===== src/spq_pkg.sv =====
`default_nettype none
// ----------------------------------------------------------------------------
// spq_pkg
// Shared sizes, codes and controller/datapath interface types of the
// sorted priority queue.
// ----------------------------------------------------------------------------
package spq_pkg;

  localparam int QUEUE_DEPTH   = 16;
  localparam int PRIORITY_BITS = 8;
  localparam int COUNT_BITS    = $clog2(QUEUE_DEPTH + 1);

  // Request kinds as seen on req_type
  localparam logic REQ_INSERT = 1'b0;
  localparam logic REQ_POP    = 1'b1;

  // Result status codes
  typedef enum logic [1:0] {
    ST_INSERTED = 2'd0,
    ST_POPPED   = 2'd1,
    ST_EMPTY    = 2'd2,
    ST_FULL     = 2'd3
  } status_t;

  // Operation the controller orders for the held request
  typedef enum logic [1:0] {
    OP_INSERT,
    OP_POP,
    OP_REFUSE_FULL,
    OP_REFUSE_EMPTY
  } op_t;

  typedef enum logic [1:0] {
    S_IDLE,
    S_EXEC,
    S_OUT
  } state_t;

  typedef struct packed {
    logic load;   // capture the incoming request
    logic exec;   // carry out op on the queue and fill the result register
    op_t  op;
  } cmd_t;

  typedef struct packed {
    logic is_pop;  // held request is a pop
    logic full;
    logic empty;
  } stat_t;

endpackage

`default_nettype wire


===== src/spq_ctrl.sv =====
`default_nettype none
// ----------------------------------------------------------------------------
// spq_ctrl
// Request sequencer: takes one request, orders the queue operation, then
// holds the result until it is taken.
// ----------------------------------------------------------------------------
module spq_ctrl (
  input  wire            clk,
  input  wire            rst,
  input  wire            in_valid,
  output logic           in_stall,
  output logic           out_valid,
  input  wire            out_stall,
  input  spq_pkg::stat_t stat,
  output spq_pkg::cmd_t  cmd
);
  import spq_pkg::*;

  state_t state, state_next;

  // State register
  always_ff @(posedge clk) begin
    if (rst) begin
      state <= S_IDLE;
    end else begin
      state <= state_next;
    end
  end

  // Next state and commands
  always_comb begin
    state_next = state;
    in_stall   = 1'b1;
    out_valid  = 1'b0;
    cmd.load   = 1'b0;
    cmd.exec   = 1'b0;
    cmd.op     = OP_INSERT;
    unique case (state)
      S_IDLE: begin
        in_stall = 1'b0;
        if (in_valid) begin
          cmd.load   = 1'b1;
          state_next = S_EXEC;
        end
      end
      S_EXEC: begin
        cmd.exec = 1'b1;
        if (stat.is_pop) begin
          cmd.op = stat.empty ? OP_REFUSE_EMPTY : OP_POP;
        end else begin
          cmd.op = stat.full ? OP_REFUSE_FULL : OP_INSERT;
        end
        state_next = S_OUT;
      end
      S_OUT: begin
        out_valid = 1'b1;
        if (!out_stall) begin
          state_next = S_IDLE;
        end
      end
      default: state_next = S_IDLE;
    endcase
  end

endmodule

`default_nettype wire


===== src/spq_datapath.sv =====
`default_nettype none
// ----------------------------------------------------------------------------
// spq_datapath
// Sorted entry row with parallel compare and shift, request hold register
// and result register.
// ----------------------------------------------------------------------------
module spq_datapath (
  input  wire                   clk,
  input  wire                   rst,
  input  spq_pkg::cmd_t         cmd,
  output spq_pkg::stat_t        stat,
  input  wire                   req_type,
  input  wire signed [31:0]     item_value,
  input  wire        [7:0]      item_priority,
  output logic       [1:0]      status,
  output logic signed [31:0]    out_value,
  output logic       [7:0]      out_priority,
  output logic       [4:0]      entry_count
);
  import spq_pkg::*;

  // Held request
  logic                     hold_type;
  logic [31:0]              hold_value;
  logic [PRIORITY_BITS-1:0] hold_pri;
  logic [31:0]              pri_wide;

  // Entry row, front at index 0; contents beyond count are don't-care
  logic [31:0]              ent_value [QUEUE_DEPTH];
  logic [PRIORITY_BITS-1:0] ent_pri   [QUEUE_DEPTH];
  logic [COUNT_BITS-1:0]    count;

  // Result register
  status_t                  res_status;
  logic [31:0]              res_value;
  logic [PRIORITY_BITS-1:0] res_pri;
  logic [COUNT_BITS-1:0]    res_count;
  logic [31:0]              res_pri_wide;
  logic [31:0]              res_count_wide;

  // At or behind the insert point: entry unused or priority not smaller
  logic [QUEUE_DEPTH-1:0]   behind;

  assign pri_wide = {24'd0, item_priority};

  always_ff @(posedge clk) begin
    if (cmd.load) begin
      hold_type  <= req_type;
      hold_value <= item_value;
      hold_pri   <= pri_wide[PRIORITY_BITS-1:0];
    end
  end

  always_comb begin
    for (int i = 0; i < QUEUE_DEPTH; i++) begin
      behind[i] = (COUNT_BITS'(i) >= count) || (ent_pri[i] >= hold_pri);
    end
  end

  assign stat.is_pop = (hold_type == REQ_POP);
  assign stat.full   = (count == COUNT_BITS'(QUEUE_DEPTH));
  assign stat.empty  = (count == '0);

  // Entry row update
  always_ff @(posedge clk) begin
    if (cmd.exec && cmd.op == OP_INSERT) begin
      for (int i = 0; i < QUEUE_DEPTH; i++) begin
        if (i == 0) begin
          if (behind[0]) begin
            ent_value[0] <= hold_value;
            ent_pri[0]   <= hold_pri;
          end
        end else if (behind[i]) begin
          if (behind[i-1]) begin
            ent_value[i] <= ent_value[i-1];
            ent_pri[i]   <= ent_pri[i-1];
          end else begin
            ent_value[i] <= hold_value;
            ent_pri[i]   <= hold_pri;
          end
        end
      end
    end else if (cmd.exec && cmd.op == OP_POP) begin
      for (int i = 0; i < QUEUE_DEPTH - 1; i++) begin
        ent_value[i] <= ent_value[i+1];
        ent_pri[i]   <= ent_pri[i+1];
      end
    end
  end

  // Fill count
  always_ff @(posedge clk) begin
    if (rst) begin
      count <= '0;
    end else if (cmd.exec) begin
      case (cmd.op)
        OP_INSERT: count <= count + 1'b1;
        OP_POP:    count <= count - 1'b1;
        default:   count <= count;
      endcase
    end
  end

  // Result capture; only a pop carries entry data
  always_ff @(posedge clk) begin
    if (cmd.exec) begin
      case (cmd.op)
        OP_INSERT: begin
          res_status <= ST_INSERTED;
          res_value  <= '0;
          res_pri    <= '0;
          res_count  <= count + 1'b1;
        end
        OP_POP: begin
          res_status <= ST_POPPED;
          res_value  <= ent_value[0];
          res_pri    <= ent_pri[0];
          res_count  <= count - 1'b1;
        end
        OP_REFUSE_FULL: begin
          res_status <= ST_FULL;
          res_value  <= '0;
          res_pri    <= '0;
          res_count  <= count;
        end
        default: begin
          res_status <= ST_EMPTY;
          res_value  <= '0;
          res_pri    <= '0;
          res_count  <= count;
        end
      endcase
    end
  end

  assign res_pri_wide   = 32'(res_pri);
  assign res_count_wide = 32'(res_count);
  assign status         = res_status;
  assign out_value      = res_value;
  assign out_priority   = res_pri_wide[7:0];
  assign entry_count    = res_count_wide[4:0];

endmodule

`default_nettype wire


===== src/sorted_priority_queue_top.sv =====
`default_nettype none
// ----------------------------------------------------------------------------
// sorted_priority_queue_top
// Bounded priority queue of 16 entries kept sorted by ascending priority.
// ----------------------------------------------------------------------------
// Each request (insert or pop) passes through a capture step, in which it
// is taken into the hold register, an execute step, in which the whole entry
// row compares against the new priority and shifts at once, and an output
// step, in which the result is presented and held while it is stalled. The
// result is offered once the execute step has passed. A new request is taken
// only after the previous result has left. Equal priorities are served newest
// first. No clearing pass follows reset; the queue is empty at once.
// ----------------------------------------------------------------------------
module sorted_priority_queue_top (
  input  wire                clk,
  input  wire                rst,
  input  wire                in_valid,
  output logic               in_stall,
  input  wire                req_type,
  input  wire signed [31:0]  item_value,
  input  wire        [7:0]   item_priority,
  output logic               out_valid,
  input  wire                out_stall,
  output logic       [1:0]   status,
  output logic signed [31:0] out_value,
  output logic       [7:0]   out_priority,
  output logic       [4:0]   entry_count
);
  import spq_pkg::*;

  cmd_t  cmd;
  stat_t stat;

  spq_ctrl u_ctrl (
    .clk       (clk),
    .rst       (rst),
    .in_valid  (in_valid),
    .in_stall  (in_stall),
    .out_valid (out_valid),
    .out_stall (out_stall),
    .stat      (stat),
    .cmd       (cmd)
  );

  spq_datapath u_dp (
    .clk           (clk),
    .rst           (rst),
    .cmd           (cmd),
    .stat          (stat),
    .req_type      (req_type),
    .item_value    (item_value),
    .item_priority (item_priority),
    .status        (status),
    .out_value     (out_value),
    .out_priority  (out_priority),
    .entry_count   (entry_count)
  );

  // A taken request yields its result once the execute state has passed
  a_result_latency: assert property (@(posedge clk) disable iff (rst)
    (in_valid && !in_stall) |-> ##2 out_valid)
    else $error("result not presented two cycles after request");

  // No new request while a result waits
  a_one_at_a_time: assert property (@(posedge clk) disable iff (rst)
    out_valid |-> in_stall)
    else $error("request taken while result pending");

  // Only a pop carries entry data
  a_zero_fields: assert property (@(posedge clk) disable iff (rst)
    (out_valid && status != ST_POPPED) |-> (out_value == 0 && out_priority == 0))
    else $error("nonzero data on a result without a popped entry");

  // Count never exceeds the depth
  a_count_bound: assert property (@(posedge clk) disable iff (rst)
    out_valid |-> (entry_count <= 5'(QUEUE_DEPTH)))
    else $error("entry count above queue depth");

endmodule

`default_nettype wire

===== config.mk =====
export PLATFORM = sky130hd
export DESIGN_NAME = sorted_priority_queue_top
export DESIGN_NICKNAME = d
export VERILOG_FILES = /design/src/spq_pkg.sv /design/src/spq_ctrl.sv /design/src/spq_datapath.sv /design/src/sorted_priority_queue_top.sv
export SDC_FILE = /design/constraint.sdc
export NUM_CORES = 2
export LEC_CHECK = 0
export BUFFER_PORTS_ARGS = -buffer_cell sky130_fd_sc_hd__buf_2
export CAP_MARGIN = 20
export CORE_UTILIZATION = 57
export CTS_CLUSTER_SIZE = 30
export DETAILED_ROUTE_END_ITERATION = 6
export GPL_TIMING_DRIVEN = 0
export HOLD_SLACK_MARGIN = 0.03
export PLACE_DENSITY = 0.77
export SLEW_MARGIN = 25
export SYNTH_ARGS = -nofsm -noshare
export SYNTH_HDL_FRONTEND = slang
export SYNTH_SLANG_ARGS = --single-unit

===== constraint.sdc =====
create_clock -name clk -period 5.5 [get_ports clk]
set_clock_uncertainty 0.05 [all_clocks]
set_input_delay 0.275 -clock clk [delete_from_list [all_inputs] [get_ports clk]]
set_output_delay 0.275 -clock clk [all_outputs]
set_load 0.05 [all_outputs]

==> metrics.txt <==
I/O Buffers=93; hold_ws=just over 0.3 ns; outcome=complete, but fails checks; Clk Latency, worst-skew pair=0.64 ns; DIE AREA=between 60000 and 70000 sq um; Root Buffer=clkbuf_16; CP required=5.81 ns; Die X=261.0 um; DR pass1 iterations=7; crit-path cells=buf_2 -> inv_1 -> ha_1 -> nand4_1 -> ha_1 -> buf_2 -> nor2b_1 -> nand2_1 -> clkbuf_1 -> clkbuf_1 -> nand2_2 -> buf_12; largest cells by area after synthesis=edfxtp_1 57%, mux2i_1 7.7%, nand2_1 7.2%; Worst R2R Start=u_dp.count[1]$_SDFFE_PP0N_; Yosys Warn Count=0; CP delay by family, top=buffers and inverters; Tot GR Track Use=0.3127; CTS hold repair buffers=45; Logic pwr share=0.099; failing checks=DRC; RSZ-0062 raised after global routing=false; Final Wtd Congestion=roughly 0.92; Crit. End Element=register; Area Growth Syn to Fin=12.77%; Pleak=16.01 nW; fill cell count=5118; count of cell types in the netlist=64; commonest non-fill, non-tap cell in the layout=nand2_1; Net count, final=3951; first-pass GRT wire length=163.2 mm; Rows=94; commonest cells after routing, fill and taps aside=729 x nand2_1, 728 x edfxtp_1, 367 x a21oi_1; mapped cell area=38240 sq um; PostCTS Resize Cnt=0; EDFF count, synth=728; drt total wl=around 110 mm; initial DRC count=3485; worst slew pin tran=1.102 ns; total CTS buffers=78; clock sinks=735; Initial Utilization=0.5785; Antenna Nets Post-Route=0; Net Count, Synth=3715; Final Setup Violations=0; crit path DAT=5.35 ns; Die Span Y=~260 um; vias in the first global route=roughly 30000; Clock power frac=0.382; Yosys top cell area share=0.5717; pwr dens=around 300 nW/um^2; Int Pwr=~9.8 mW; fin crit share=0.9161; H-tree Lvls=3; max-slew violations=0; CP Buf/Inv Count=6; sw frac=0.2514; io pins=94; core area=roughly 66000 sq um; Synth async-reset ratio=0; Post-Synthesis Cells=about 3500; Yosys top cell by area=edfxtp_1; Max Root-Sink Buffers=3; Post-CTS Setup Bufs=0; maxcap violations=0; total grt overflow=0; crit path launch type=register; Worst slew margin=0.2650; slowest cell on the critical path=clkbuf_1; Largest stage delay, worst path=0.84 ns; average cell area after synthesis=10.82 sq um; CTS tree=built; Final Hold Fails=0; antenna violations before repair=1; switching power=3.277 mW; detailed-route via count=29470; Fmax=198.5 MHz; register area share after synthesis=0.5754; power share of the sequential group=0.519; Post-DP HPWL=78.92 mm; Fin Setup TNS=0 ns; min cycle time layout=5.038 ns; Post-synth top flop=edfxtp_1; fraction of layout cells with a size suffix above 1=0.1004; Routed wire per std cell=roughly 23 um; DRC viols=8; flops & latches, synth=735; Crit Path Category=reg -> reg; Crit Path Max Fanout=24; vias per cell=6.284; Hold Crit Start=item_value[28]; worst vdd ir=about 0.26 mV; Critical Path Start=u_dp.count[1]$_SDFFE_PP0N_; largest net degree at the start of global routing=48; Clk pin slew, worst setup/hold paths=~0.06 ns; Tightest Hold Check Type=in -> reg
## kinds of logic after synthesis
group / count (synthesis) / synth area share
xor+xnor: 5 / 0.001145
compound gates: 817 / 0.1204
fa+ha+maj: 137 / 0.04483
simple gates: 1159 / 0.1259
mux: 369 / 0.09898
flops: 735 / 0.5754
buf+inv: 311 / 0.03338
## stage by stage
step	utilization	instance area, sq um	total power, mW	worst slack (ns)	instances
6_report	0.6524	43120	13.04	0.4617	4689
3_3_place_gp	0.6019	39780	8.037	-3.288	4490
5_1_grt	0.6524	43120	13.40	0.3324	4688
4_1_cts	0.6523	43120	13.04	0.6108	4688
3_5_place_dp	0.6105	40350	8.117	0.6435	4508
2_1_floorplan	-	38240	7.627	-0.3800	3533
## flip-flops by register name (all words and copies together) (netlist names)
name               count
u_ctrl.state           2
u_dp.count             5
u_dp.ent_pri         128
u_dp.ent_value       512
u_dp.entry_count       5
u_dp.hold_pri          8
u_dp.hold_type         1
u_dp.hold_value       32
u_dp.out_priority      8
u_dp.out_value        32
u_dp.status            2
## final timing paths
path	end	slack, ns	depth (start not counted)
worst max-delay path	u_dp.ent_value[14][18]$_DFFE_PP_	0.46	12
worst min register to register	u_dp.ent_value[14][13]$_DFFE_PP_	0.48	2
worst min-delay path	u_dp.hold_value[28]$_DFFE_PP_	0.31	2
worst max register to register	u_dp.ent_value[14][18]$_DFFE_PP_	0.46	12
## area by class of cell
type	count	area [sq um]	share of cell area
buffer	278	1159	0.02687
sequential	735	22000	0.5102
antenna	1	2.502	0.00005803
clock buffer	106	2172	0.05037
multi-input combinational	2487	15080	0.3497
clock inverter	29	143.9	0.003337
inverter	33	123.9	0.002872
tap	864	1081	0.02507
timing repair buffer	156	1359	0.03151
## synthesized netlist by cell type (15+ instances only)
library cell / instances
o211ai_1: 47
buf_2: 63
nor2_1: 221
clkbuf_1: 195
o21ai_0: 269
a21oi_1: 367
a22oi_1: 44
mux2_2: 69
edfxtp_1: 728
nand3_1: 84
ha_1: 137
mux2i_1: 296
nand2b_1: 20
nand2_1: 736
a211oi_1: 15
and2_1: 44
inv_1: 33
## metal layers
metal,track usage,vias up,wire [um]
li1,-,13320,-
met1,0.4097,14500,42350
met2,0.5239,1390,52350
met3,0.04762,255,8191
met4,0.1252,0,4221
met5,0,-,0
## power groups by stage
stage | Combinational, mW | Clock (mW) | Sequential (mW)
after floorplan | 0.780 | 0 | 6.85
after global placement | 1.13 | 0 | 6.91
after detailed placement | 1.24 | 0 | 6.87
after CTS | 1.28 | 5.00 | 6.76
after global routing | 1.41 | 5.20 | 6.79
final | 1.29 | 4.98 | 6.77
Power figures use the tool's default switching activity.
